[src/rtl/core/srfc_pkg.sv]
// Package for the sensor reply frame checker.
// Holds payload structs, status codes, parser phases and header constants.
`default_nettype none

package srfc_pkg;

   localparam logic [7:0] HDR_FIRST  = 8'hEF;
   localparam logic [7:0] HDR_SECOND = 8'h01;
   localparam logic [7:0] REPLY_ID   = 8'h07;

   // Address bytes that follow the header.
   localparam logic [15:0] ADDR_BYTES = 16'd4;
   // Length field counts the two checksum bytes as well.
   localparam logic [15:0] CHECKSUM_BYTES = 16'd2;

   typedef enum logic [2:0] {
      STATUS_OK        = 3'd0,
      STATUS_CHECKSUM  = 3'd1,
      STATUS_NO_HEADER = 3'd2,
      STATUS_BAD_LEN   = 3'd3,
      STATUS_TRUNCATED = 3'd4
   } status_type;

   typedef enum logic [7:0] {
      PH_HUNT = 8'b0000_0001,
      PH_ADDR = 8'b0000_0010,
      PH_PID  = 8'b0000_0100,
      PH_LENH = 8'b0000_1000,
      PH_LENL = 8'b0001_0000,
      PH_DATA = 8'b0010_0000,
      PH_CHKH = 8'b0100_0000,
      PH_CHKL = 8'b1000_0000
   } phase_type;

   typedef struct packed {
      logic [7:0] rx_byte;
      logic       buffer_end;
   } req_payload_type;

   typedef struct packed {
      status_type  status;
      logic [7:0]  frame_id;
      logic [7:0]  confirm_code;
      logic [15:0] frame_length;
   } rsp_payload_type;

   // Result of one parser step: whether a result leaves, and its contents.
   typedef struct packed {
      logic            emit;
      rsp_payload_type data;
   } step_result_type;

endpackage

`default_nettype wire

[src/rtl/core/sensor_reply_frame_checker_top.sv]
// Sensor reply frame checker, top level.
// Serial bytes enter on the req_ channel: rx_byte plus buffer_end, which marks
// the last byte of a received buffer. The block finds the EF 01 header, skips
// four address bytes, reads the identifier and the 16-bit length, sums the
// identifier, length and data bytes and compares the sum with the trailing
// big-endian checksum.
// The rsp_ channel carries at most one result per byte: a finished frame (ok or
// checksum error), a bad length, a buffer with no header, or a frame cut off by
// the buffer end. Bytes that give no result produce no transfer.
// A result passes the input register, then the parse logic into the result
// register. Throughput: one byte per cycle unless a stalled receiver holds
// the result register; the phase machine steps once per byte.
// Reset empties both registers and clears the parser; it then hunts for a header.
// While the receiver stalls, the held result stays; the next byte still
// enters the input register, and req_stall rises only once that register
// holds a byte whose step cannot complete.
// Depends on srfc_pkg and the srfc_in_stage, srfc_parser and srfc_out_stage.
`default_nettype none

module sensor_reply_frame_checker_top (
   input  wire logic                      clock,
   input  wire logic                      reset,
   input  wire logic                      req_valid,
   output logic                           req_stall,
   input  wire srfc_pkg::req_payload_type req_data,
   output logic                           rsp_valid,
   input  wire logic                      rsp_stall,
   output srfc_pkg::rsp_payload_type      rsp_data
);

   logic                      item_valid;
   srfc_pkg::req_payload_type item_data;
   srfc_pkg::step_result_type result;
   logic                      slot_free;
   logic                      advance;

   // A byte steps through the parser only when the result register can take it.
   assign advance = item_valid && slot_free;

   srfc_in_stage u_in_stage (
      .clock      (clock),
      .reset      (reset),
      .req_valid  (req_valid),
      .req_stall  (req_stall),
      .req_data   (req_data),
      .advance    (advance),
      .item_valid (item_valid),
      .item_data  (item_data)
   );

   srfc_parser u_parser (
      .clock     (clock),
      .reset     (reset),
      .advance   (advance),
      .item_data (item_data),
      .result    (result)
   );

   srfc_out_stage u_out_stage (
      .clock     (clock),
      .reset     (reset),
      .advance   (advance),
      .result    (result),
      .slot_free (slot_free),
      .rsp_valid (rsp_valid),
      .rsp_stall (rsp_stall),
      .rsp_data  (rsp_data)
   );

endmodule

`default_nettype wire

[src/rtl/core/srfc_in_stage.sv]
// Input register of the sensor reply frame checker.
// Depends on srfc_pkg for the request payload type.
`default_nettype none

module srfc_in_stage (
   input  wire logic                     clock,
   input  wire logic                     reset,
   input  wire logic                     req_valid,
   output logic                          req_stall,
   input  wire srfc_pkg::req_payload_type req_data,
   input  wire logic                     advance,
   output logic                          item_valid,
   output srfc_pkg::req_payload_type     item_data
);

   logic                      valid_ff;
   logic                      valid_in;
   srfc_pkg::req_payload_type data_ff;

   // The register takes a new transfer when empty or when its item moves on.
   assign req_stall = valid_ff && !advance;
   assign valid_in  = req_stall ? valid_ff : req_valid;

   always_ff @(posedge clock) begin
      if (reset) begin
         valid_ff <= 1'b0;
      end else begin
         valid_ff <= valid_in;
      end
   end

   always_ff @(posedge clock) begin
      if (req_valid && !req_stall) begin
         data_ff <= req_data;
      end
   end

   assign item_valid = valid_ff;
   assign item_data  = data_ff;

endmodule

`default_nettype wire

[src/rtl/core/srfc_parser.sv]
// Frame parser of the sensor reply frame checker: phase machine, running sum
// and captured fields, advanced one byte per step. Depends on srfc_pkg.
`default_nettype none

module srfc_parser (
   input  wire logic                      clock,
   input  wire logic                      reset,
   input  wire logic                      advance,
   input  wire srfc_pkg::req_payload_type item_data,
   output srfc_pkg::step_result_type      result
);

   srfc_pkg::phase_type phase_ff, phase_in;
   logic        prev_ef_ff, prev_ef_in;
   logic [15:0] count_ff, count_in;
   logic [15:0] length_ff, length_in;
   logic [15:0] sum_ff, sum_in;
   logic [7:0]  chk_high_ff, chk_high_in;
   logic [7:0]  ident_ff, ident_in;
   logic [7:0]  first_ff, first_in;
   logic        seen_ff, seen_in;

   logic [7:0]  rx;
   logic [15:0] sum_add;
   logic [15:0] count_inc;
   logic [15:0] len_low;

   assign rx        = item_data.rx_byte;
   assign sum_add   = sum_ff + {8'h00, rx};
   assign count_inc = count_ff + 16'd1;
   assign len_low   = {length_ff[15:8], rx};

   always_comb begin
      phase_in    = phase_ff;
      prev_ef_in  = prev_ef_ff;
      count_in    = count_ff;
      length_in   = length_ff;
      sum_in      = sum_ff;
      chk_high_in = chk_high_ff;
      ident_in    = ident_ff;
      first_in    = first_ff;
      seen_in     = seen_ff;
      result      = '0;

      case (phase_ff)
         srfc_pkg::PH_HUNT: begin
            if (prev_ef_ff && rx == srfc_pkg::HDR_SECOND) begin
               count_in    = '0;
               length_in   = '0;
               sum_in      = '0;
               chk_high_in = '0;
               ident_in    = '0;
               first_in    = '0;
               phase_in    = srfc_pkg::PH_ADDR;
               prev_ef_in  = 1'b0;
            end else begin
               prev_ef_in = (rx == srfc_pkg::HDR_FIRST);
            end
         end
         srfc_pkg::PH_ADDR: begin
            if (count_inc >= srfc_pkg::ADDR_BYTES) begin
               count_in = '0;
               phase_in = srfc_pkg::PH_PID;
            end else begin
               count_in = count_inc;
            end
         end
         srfc_pkg::PH_PID: begin
            ident_in = rx;
            sum_in   = sum_add;
            phase_in = srfc_pkg::PH_LENH;
         end
         srfc_pkg::PH_LENH: begin
            length_in = {rx, 8'h00};
            sum_in    = sum_add;
            phase_in  = srfc_pkg::PH_LENL;
         end
         srfc_pkg::PH_LENL: begin
            length_in = len_low;
            sum_in    = sum_add;
            count_in  = '0;
            if (len_low < srfc_pkg::CHECKSUM_BYTES) begin
               result.emit              = 1'b1;
               result.data.status       = srfc_pkg::STATUS_BAD_LEN;
               result.data.frame_id     = ident_ff;
               result.data.confirm_code = '0;
               result.data.frame_length = len_low;
               seen_in    = 1'b1;
               phase_in   = srfc_pkg::PH_HUNT;
               prev_ef_in = 1'b0;
            end else if (len_low == srfc_pkg::CHECKSUM_BYTES) begin
               phase_in = srfc_pkg::PH_CHKH;
            end else begin
               phase_in = srfc_pkg::PH_DATA;
            end
         end
         srfc_pkg::PH_DATA: begin
            if (count_ff == 16'd0) begin
               first_in = rx;
            end
            sum_in   = sum_add;
            count_in = count_inc;
            if (count_inc >= length_ff - srfc_pkg::CHECKSUM_BYTES) begin
               phase_in = srfc_pkg::PH_CHKH;
            end
         end
         srfc_pkg::PH_CHKH: begin
            chk_high_in = rx;
            phase_in    = srfc_pkg::PH_CHKL;
         end
         srfc_pkg::PH_CHKL: begin
            result.emit              = 1'b1;
            result.data.status       = ({chk_high_ff, rx} == sum_ff) ?
                                       srfc_pkg::STATUS_OK : srfc_pkg::STATUS_CHECKSUM;
            result.data.frame_id     = ident_ff;
            result.data.confirm_code = first_ff;
            result.data.frame_length = length_ff;
            seen_in    = 1'b1;
            phase_in   = srfc_pkg::PH_HUNT;
            prev_ef_in = 1'b0;
         end
         default: begin
            phase_in = srfc_pkg::PH_HUNT;
         end
      endcase

      // A buffer end reports a frameless buffer or a cut-off frame, then starts over.
      if (item_data.buffer_end) begin
         if (!result.emit) begin
            if (phase_in == srfc_pkg::PH_HUNT) begin
               if (!seen_in) begin
                  result.emit        = 1'b1;
                  result.data.status = srfc_pkg::STATUS_NO_HEADER;
               end
            end else begin
               result.emit              = 1'b1;
               result.data.status       = srfc_pkg::STATUS_TRUNCATED;
               result.data.frame_id     = ident_in;
               result.data.confirm_code = first_in;
               result.data.frame_length = length_in;
            end
         end
         phase_in    = srfc_pkg::PH_HUNT;
         prev_ef_in  = 1'b0;
         count_in    = '0;
         length_in   = '0;
         sum_in      = '0;
         chk_high_in = '0;
         ident_in    = '0;
         first_in    = '0;
         seen_in     = 1'b0;
      end
   end

   always_ff @(posedge clock) begin
      if (reset) begin
         phase_ff    <= srfc_pkg::PH_HUNT;
         prev_ef_ff  <= 1'b0;
         count_ff    <= '0;
         length_ff   <= '0;
         sum_ff      <= '0;
         chk_high_ff <= '0;
         ident_ff    <= '0;
         first_ff    <= '0;
         seen_ff     <= 1'b0;
      end else if (advance) begin
         phase_ff    <= phase_in;
         prev_ef_ff  <= prev_ef_in;
         count_ff    <= count_in;
         length_ff   <= length_in;
         sum_ff      <= sum_in;
         chk_high_ff <= chk_high_in;
         ident_ff    <= ident_in;
         first_ff    <= first_in;
         seen_ff     <= seen_in;
      end
   end

endmodule

`default_nettype wire

[src/rtl/core/srfc_out_stage.sv]
// Result register of the sensor reply frame checker.
// Depends on srfc_pkg for the step result and response payload types.
`default_nettype none

module srfc_out_stage (
   input  wire logic                      clock,
   input  wire logic                      reset,
   input  wire logic                      advance,
   input  wire srfc_pkg::step_result_type result,
   output logic                           slot_free,
   output logic                           rsp_valid,
   input  wire logic                      rsp_stall,
   output srfc_pkg::rsp_payload_type      rsp_data
);

   logic                      valid_ff;
   logic                      valid_in;
   logic                      load;
   srfc_pkg::rsp_payload_type data_ff;

   // The register is free when empty or when its transfer completes now.
   assign slot_free = !valid_ff || !rsp_stall;
   assign load      = advance && result.emit;

   always_comb begin
      if (load) begin
         valid_in = 1'b1;
      end else if (!rsp_stall) begin
         valid_in = 1'b0;
      end else begin
         valid_in = valid_ff;
      end
   end

   always_ff @(posedge clock) begin
      if (reset) begin
         valid_ff <= 1'b0;
      end else begin
         valid_ff <= valid_in;
      end
   end

   always_ff @(posedge clock) begin
      if (load) begin
         data_ff <= result.data;
      end
   end

   assign rsp_valid = valid_ff;
   assign rsp_data  = data_ff;

endmodule

`default_nettype wire

[config.mk]
export PLATFORM = sky130hd
export DESIGN_NAME = sensor_reply_frame_checker_top
export DESIGN_NICKNAME = d
export VERILOG_FILES = /design/src/rtl/core/srfc_pkg.sv /design/src/rtl/core/sensor_reply_frame_checker_top.sv /design/src/rtl/core/srfc_in_stage.sv /design/src/rtl/core/srfc_parser.sv /design/src/rtl/core/srfc_out_stage.sv
export SDC_FILE = /design/constraint.sdc
export NUM_CORES = 1
export LEC_CHECK = 0
export ABC_AREA = 1
export BUFFER_PORTS_ARGS = -buffer_cell sky130_fd_sc_hd__buf_2
export CORE_MARGIN = 8
export CORE_UTILIZATION = 60
export CTS_CLUSTER_DIAMETER = 30
export DETAILED_ROUTE_END_ITERATION = 8
export PLACE_DENSITY_LB_ADDON = 0.15
export REMOVE_ABC_BUFFERS = 1
export SYNTH_ARGS = -nofsm -noshare
export SYNTH_HDL_FRONTEND = slang
export SYNTH_HIERARCHICAL = 1
export SYNTH_SLANG_ARGS = --single-unit
[constraint.sdc]
create_clock -name clock -period 5.9 [get_ports clock]
set_input_delay 0.885 -clock clock [delete_from_list [all_inputs] [get_ports clock]]
set_output_delay 0.885 -clock clock [all_outputs]
set_load 0.01 [all_outputs]
==> results, run 1 <==
- The library cell appearing most often on the critical path is inv_1.
- The number of violations of the max-capacitance limit is 0.
- After detailed routing, the number of remaining DRC violations is 0.
- Setup total negative slack on the finished layout was measured at 0 ns.
- The mean post-synth cell area is 7.27 um^2.
- The final setup violation count is 0.
- For this configuration, the core starts out at a cell density of 60.3%.
- IR analysis of the VDD net gives a maximum drop of 0.207 mV.
- The critical path is of the register to register type.
- The die boundary height is 130 um.
- The highest attainable clock frequency is 302 MHz.
- The clock sink count is 128.
- The post-route minimum period is 3.31 ns.
- The chip width is 130 um.
- The number of antenna violations at the first check in global routing is 1.
- The die footprint is 17,000 um^2.
- The total track usage is 25.7%.
- Hold timing on the final database bottoms out at a slack of 0.465 ns.
- The final clock skew is 0.00808 ns.
- After layout, the worst path uses 56.1% of the clock period.
- The clock latency of the later-clocked register in the worst-skew pair is 0.42 ns.
- The share of cells above drive strength 1 is 15.1%.
- The number of routed nets with antenna violations is 0.
- The post-synth design cell area is 7860 um^2.
- Entering global routing, the biggest net connects 73 pins.
- The number of diodes is 0.
- The maximum cell stage delay along the critical path is 0.49 ns.
- The final net count is 1,157.
- The classification of the worst-slack hold path is register to register.
- After the first detailed-routing iteration, the DRC count stood at 852.
- Compared with the post-synthesis result, the final layout area differs by 12.1%.
- The sort of element at the start of the critical path is a register.
- The biggest area consumer among synthesized cells is dfxtp_1.
- After technology mapping, the gate count stands at 1,081.
- The Yosys step of the flow raised 6 warnings.
- The signal on the critical path passes through nor2_1 -> inv_1 -> nor2_1 -> nand2_1 -> inv_1 -> nand3_1 -> nand2_1 -> inv_1 -> o21ai_0 -> nand2_1 -> inv_1 -> buf_4.
- The register bit total from synthesis is 128.
- After global routing the overflow that remains totals 0.
- The final weighted congestion of routability-driven global placement is 0.952.
- The main flop type after synthesis is dfxtp_1.
- Once the clock tree was built, the resizer swapped 0 gates to a different size.
- The first global-routing pass estimated 34,200 um of wire.
- The H-tree generated during clock tree synthesis spans 4 levels.
- Yosys mapped the design onto 48 distinct sky130hd cell types.
- The run finished with clean final reports.
- The filler cells instantiated in the layout total 1,134.
- The first-pass detailed-route iteration total is 5.
- The number of vias per cell after detailed routing is 5.75.
- The standard cell with the maximum stage delay on the critical path is nand2_1.
- The number of placement rows is 42.
- Headroom to the max-slew limit came out at 40.1%.
- For this block, the routed nets add up to 21,200 um of wire.
- The root buffer selected by CTS is clkbuf_16.
- TritonCTS built the clock tree.
- The transition time of the tightest slew-check pin is 0.898 ns.
- Setup repair after global routing left no endpoint under its margin.
- The areal power density over the cells is 255 nW/um^2.
- Buffers placed on the I/O ports in this run total 49.
- The required time at the worst-slack endpoint is 5.97 ns.
- The core region is 13,000 um^2.
- Along the worst path, the maximum fanout reaches 33.
- After synthesis, the share of flip-flops with an asynchronous set or reset is 0%.
- STA classifies the critical path endpoint as a register.
- The number of synthesized flops with an enable pin is 44.
- The sequential area share after synthesis is 38.2%.
- The data arrival time at the worst-slack endpoint is 3.38 ns.
- The analysis attributes to cell leakage a power of 3.66 nW.
- By area the synthesized netlist is led by dfxtp_1 (21%), edfxtp_1 (17%), nand2_1 (14%), inv_1 (5.9%), a21oi_1 (5.4%).
- In this run the biggest area consumer among cell types represents 21.4% of the synthesized area.
- The vias after detailed routing is 7,501.
- The I/O pin total is 50.
- The via count of the first global-routing pass came to 7,062.
- The number of buffers inserted during clock tree synthesis is 17.
- The count of hold-fix buffers inserted at cts is 0.
- Buffers added to address setup during post-CTS repair amount to 0.
- The maximum number of buffers from clock root to sink is 2.
- The total count of max-transition violations in the final report is 0.
- The total count of hold-check failures in the final report came to 0.
- Clock-pin slew was measured on the worst setup and hold paths at 0.06 ns.
- After detailed routing, the average wire length per cell comes to 16.2 um.
- Detailed placement finished with a half-perimeter wire length of 14,600 um.
==> logic make-up after synthesis <==
group                    Yosys count  synth area share [%]
AND/OR/NAND/NOR                  535                  32.3
AO/OA/AOI/OAI                    198                  14.1
buffers and inverters            176                  9.11
flip-flops                       128                  38.2
adder cells (fa/ha/maj)           28                  4.55
XOR/XNOR                          16                  1.78
==> state kept, by name, indices dropped and copies added, names as in the netlist <==
register	count
u_in_stage/item_data	9
u_in_stage/item_valid	1
u_out_stage/rsp_data	35
u_out_stage/rsp_valid	1
u_parser/chk_high_ff	8
u_parser/count_ff	16
u_parser/first_ff	8
u_parser/ident_ff	8
u_parser/length_ff	16
u_parser/phase_ff	8
u_parser/prev_ef_ff	1
u_parser/seen_ff	1
u_parser/sum_ff	16
==> cell usage in the layout, fill, tap and decap left out, types with 4 or more instances in the layout <==
| master | count |
|---|---|
| nor3_1 | 14 |
| nor4_1 | 6 |
| clkbuf_16 | 17 |
| nor2_1 | 57 |
| nand2_2 | 17 |
| nand3_2 | 13 |
| nand2_1 | 291 |
| or2_2 | 8 |
| nand3_1 | 73 |
| buf_4 | 5 |
| a21oi_1 | 85 |
| inv_2 | 12 |
| buf_2 | 49 |
| inv_1 | 124 |
| clkinv_4 | 4 |
| ha_1 | 27 |
| nor2_4 | 5 |
| o21ai_1 | 21 |
| bufinv_16 | 4 |
| dfxtp_1 | 84 |
| o22ai_1 | 14 |
| nand4_1 | 28 |
| a21o_1 | 4 |
| edfxtp_1 | 44 |
| o21ai_0 | 49 |
| nor2_2 | 8 |
| xor2_1 | 14 |
| o2111ai_1 | 8 |
| a21oi_2 | 11 |
==> cell usage after synthesis, types with 13 or more instances <==
| cell type | n |
|---|---|
| o21ai_0 | 49 |
| nand2_2 | 17 |
| nand3_2 | 13 |
| clkbuf_1 | 24 |
| nand3_1 | 73 |
| nor2_1 | 58 |
| xor2_1 | 14 |
| dfxtp_1 | 84 |
| o22ai_1 | 14 |
| a21oi_1 | 85 |
| edfxtp_1 | 44 |
| inv_1 | 124 |
| o21ai_1 | 21 |
| nand4_1 | 28 |
| ha_1 | 27 |
| nor3_1 | 14 |
| nand2_1 | 291 |
==> per-layer routing <==
layer / share of wire, % / track usage [%]
met3: 9.5 / 7.06
met1: 44 / 33.2
met4: 2.9 / 10.9
met2: 44 / 39.8
met5: 0.071 / 0
==> final timing paths <==
path                              from                        to  slack (ns)  cells after the start
hold reg to reg   u_parser/ident_ff[7]      u_parser/ident_ff[7]        0.47                      2
setup / recovery  u_parser/phase_ff[3]  u_out_stage/rsp_data[21]        2.59                     12
hold / removal    u_parser/ident_ff[7]      u_parser/ident_ff[7]        0.47                      2
setup reg to reg  u_parser/phase_ff[3]  u_out_stage/rsp_data[21]        2.59                     12
==> critical path: cells and delay by family, from the launching register on <==
| family | cells | cell delay, ns |
|---|---|---|
| AOI/OAI and AO/OA | 1 | 0.15 |
| and+or+nand+nor | 6 | 1.33 |
| DFF | 1 | 0.33 |
| buffers and inverters | 5 | 1.10 |
==> per-stage QoR <==
step / cells / cell area [um^2] / power, mW / worst slack (ns) / util [%]
after global placement: 1273 / 8170 / 1.13 / 2.86 / 62.7
after floorplan: 1043 / 7660 / 1.07 / 2.56 / -
final: 1305 / 8810 / 2.24 / 2.59 / 67.6
after global routing: 1305 / 8810 / 2.31 / 2.33 / 67.6
after CTS: 1305 / 8810 / 2.25 / 2.70 / 67.6
after detailed placement: 1273 / 8170 / 1.13 / 2.71 / 62.7
==> layout make-up <==
type	count	area (um^2)	share of cell area [%]
Clock buffer	20	457	5.18
Clock inverter	12	181	2.06
Inverter	138	520	5.91
Multi-Input combinational cell	777	4140	47.0
Sequential cell	128	3000	34.1
Tap cell	176	220	2.50
Timing Repair Buffer	54	283	3.21
==> power breakdown <==
group	internal (mW)	switching [mW]
sequential	0.932	0.0185
clock	0.731	0.395
combinational	0.0456	0.120
(Power assumes the default switching activity.)
==> run 2: changes to the inputs <==
Clock period 5.9 ns to 3.5 ns, I/O delays scaled along.
==> results, run 2 (same netlist as run 1, synthesis figures left out) <==
- The flow ran to the end, and the final reports show no timing, DRC or antenna violations.
- The number of H-tree branching levels came to 4 (unchanged).
- The share of cells above drive strength 1 was 15.7% (+0.58 points).
- The number of routed nets with antenna violations came to 0 (unchanged).
- The data arrival time at the worst-slack endpoint is 3.35 ns (-0.03 ns).
- The layout overhead on the synthesized area is 12.4%.
- The chip width was 130 um (unchanged).
- The total count of hold-check failures in the final report is 0 (unchanged).
- The die boundary height was 130 um (unchanged).
- The sort of element at the start of the critical path is a register.
- The number of buffers added for setup after CTS is 0 (unchanged).
- The global-route wire length before repair is 34,400 um (+0.65%).
- The total track usage came to 25.9% (+0.19 points).
- The number of vias per cell after detailed routing was 5.78 (+0.54%).
- The path type of the worst setup path is register to register.
- The clock sink count is 128 (unchanged).
- The areal power density over the cells is 413 nW/um^2 (+62%).
- The final setup violation count is 0 (unchanged).
- The number of flip-flops in the largest register came to 35 (unchanged).
- The final clock skew was 0.00706 ns (-0.00102 ns).
- The maximum fanout along the worst path is 4 (-88%).
- The post-route minimum period is 3.10 ns (-0.212 ns).
- The number of design rule violations left after detail routing is 0 (unchanged).
- The total of cells resized after clock tree synthesis is 0 (unchanged).
- The number of violations of the max-capacitance limit came to 0 (unchanged).
- The aggregate routed wire length is 21,500 um (+1.4%).
- The starting density of the core was 60.3% (unchanged).
- The count of hold-fix buffers inserted at cts is 0 (unchanged).
- The area of the core region came to 13,000 um^2 (unchanged).
- The area of all placed cells without fillers was 8830 um^2 (+0.30%).
- The vias after detailed routing is 7,599 (+1.3%).
- The pin count of the biggest net entering global routing came to 72 (-1.4%).
- The maximum number of buffers from clock root to sink came to 2 (unchanged).
- The root buffer selected by CTS is clkbuf_16.
- The number of I/O port buffers came to 49 (unchanged).
- The first-pass detailed-route iteration total is 6 (+1).
- The highest attainable clock frequency is 323 MHz (+6.9%).
- The classification of the worst-slack hold path is input port to register.
- The post-detailed-placement half-perimeter wirelength was 15,100 um (+3.5%).
- The number of instances in the placed design is 1,282 (+0.71%).
- The commonest non-fill, non-tap cell in the layout is nand2_1.
- The number of placement rows is 42 (unchanged).
- Setup repair after global routing left no endpoint under its margin.
- The number of antenna violations at the first check in global routing is 1 (unchanged).
- The worst relative slew slack is 39.1% (-1.0 points).
- The number of standard cells in the layout, taps in and fillers out came to 1,315 (+0.77%).
- The type of destination of the critical path is a register.
- The required time at the worst-slack endpoint came to 3.75 ns (-2.22 ns).
- The post-place instance area was 8250 um^2 (+0.98%).
- The fill cell total of the finished layout is 1,149 (+1.3%).
- The clock-pin slew on the worst setup and hold paths was 0.06 ns (about the same).
- The die footprint is 17,000 um^2 (unchanged).
- The via count of the first global-routing pass is 6,967 (-1.3%).
- The total overflow reported by the global router came to 0 (unchanged).
- The worst ir drop on vdd was 0.294 mV (+42%).
- The static leakage is 3.67 nW (+0.29%).
- The final critical-path share of the clock period was 88.5% (+32 points).
- The I/O pin total came to 50 (unchanged).
- The total count of max-transition violations in the final report came to 0 (unchanged).
- The first-iteration detailed-routing DRC count is 897 (+5.3%).
- The total negative slack is 0 ns (unchanged).
- Leaving out fill and tap cells, the most frequent cells in the layout are nand2_1 (291), inv_1 (124), a21oi_1 (85), dfxtp_1 (84), nand3_1 (73).
- The final weighted congestion of routability-driven global placement is 0.960 (+0.89%).
- The TritonCTS clock tree is built.
- The number of buffers inserted during clock tree synthesis is 17 (unchanged).
- The clock latency of the later-clocked register in the worst-skew pair is 0.42 ns (about the same).
- The detail-routed net length per standard cell is 16.3 um (+0.59%).
- The transition time of the tightest slew-check pin is 0.914 ns (+0.0156 ns).
- The final net count is 1,166 (+0.78%).
-- run 2: per-layer routing --
metal  GRT usage [%]  part of all wire [%]  wire length (um)
met5               0                 0.061                13
met4            12.2                   3.8               818
met2            39.2                    43              9240
met1            34.1                    44              9370
met3            6.45                   9.5              2030
-- run 2: layout make-up --
| class | count | area [um^2] | area share (%) |
|---|---|---|---|
| multi-input combinational | 777 | 4140 | 46.9 |
| sequential | 128 | 3000 | 34.0 |
| inverter | 138 | 520 | 5.89 |
| clock buffer | 18 | 429 | 4.86 |
| timing repair buffer | 63 | 363 | 4.11 |
| tap | 176 | 220 | 2.49 |
| clock inverter | 14 | 153 | 1.73 |
| antenna | 1 | 2.50 | 0.0283 |
-- run 2: path summary, 6_finish.rpt --
check | start | end | depth (start not counted) | slack (ns)
max | u_parser/length_ff[1] | u_parser/phase_ff[1] | 23 | 0.40
min | req_data[2] | u_in_stage/item_data[2] | 1 | 0.28
max reg2reg | u_parser/length_ff[1] | u_parser/phase_ff[1] | 23 | 0.40
min reg2reg | u_parser/ident_ff[3] | u_parser/ident_ff[3] | 2 | 0.47
-- run 2: worst max-delay path: stages, from the launching register on --
cell and delay [ns]:
dfxtp_1 0.33, inv_1 0.11, ha_1 0.22, nand2_1 0.10, nor3_1 0.23, nand2_1 0.16, inv_1 0.10, nand2_1 0.07
nor2_1 0.14, nand2_1 0.08, xor2_1 0.13, inv_1 0.06, ha_1 0.30, nand2_1 0.07, inv_1 0.05, nand3_1 0.07
nor2_1 0.16, nand3_1 0.12, nand4_1 0.13, nand2_1 0.06, inv_1 0.05, nand2_1 0.05, nand3_1 0.07, a21oi_1 0.07
-- run 2: per-stage QoR --
step	utilization [%]	hold slack (ns)	setup WS [ns]	total power, mW
after global placement	63.3	0.452	0.638	1.92
after floorplan	-	0.424	0.521	1.80
after CTS	67.8	0.271	0.444	3.66
final	67.8	0.284	0.404	3.65
after detailed placement	63.3	0.456	0.512	1.92
after global routing	67.8	0.272	0.152	3.75
-- run 2: power by group --
part / internal [mW] / switching, mW
clock: 1.06 / 0.687
sequential: 1.57 / 0.0163
combinational: 0.0862 / 0.226
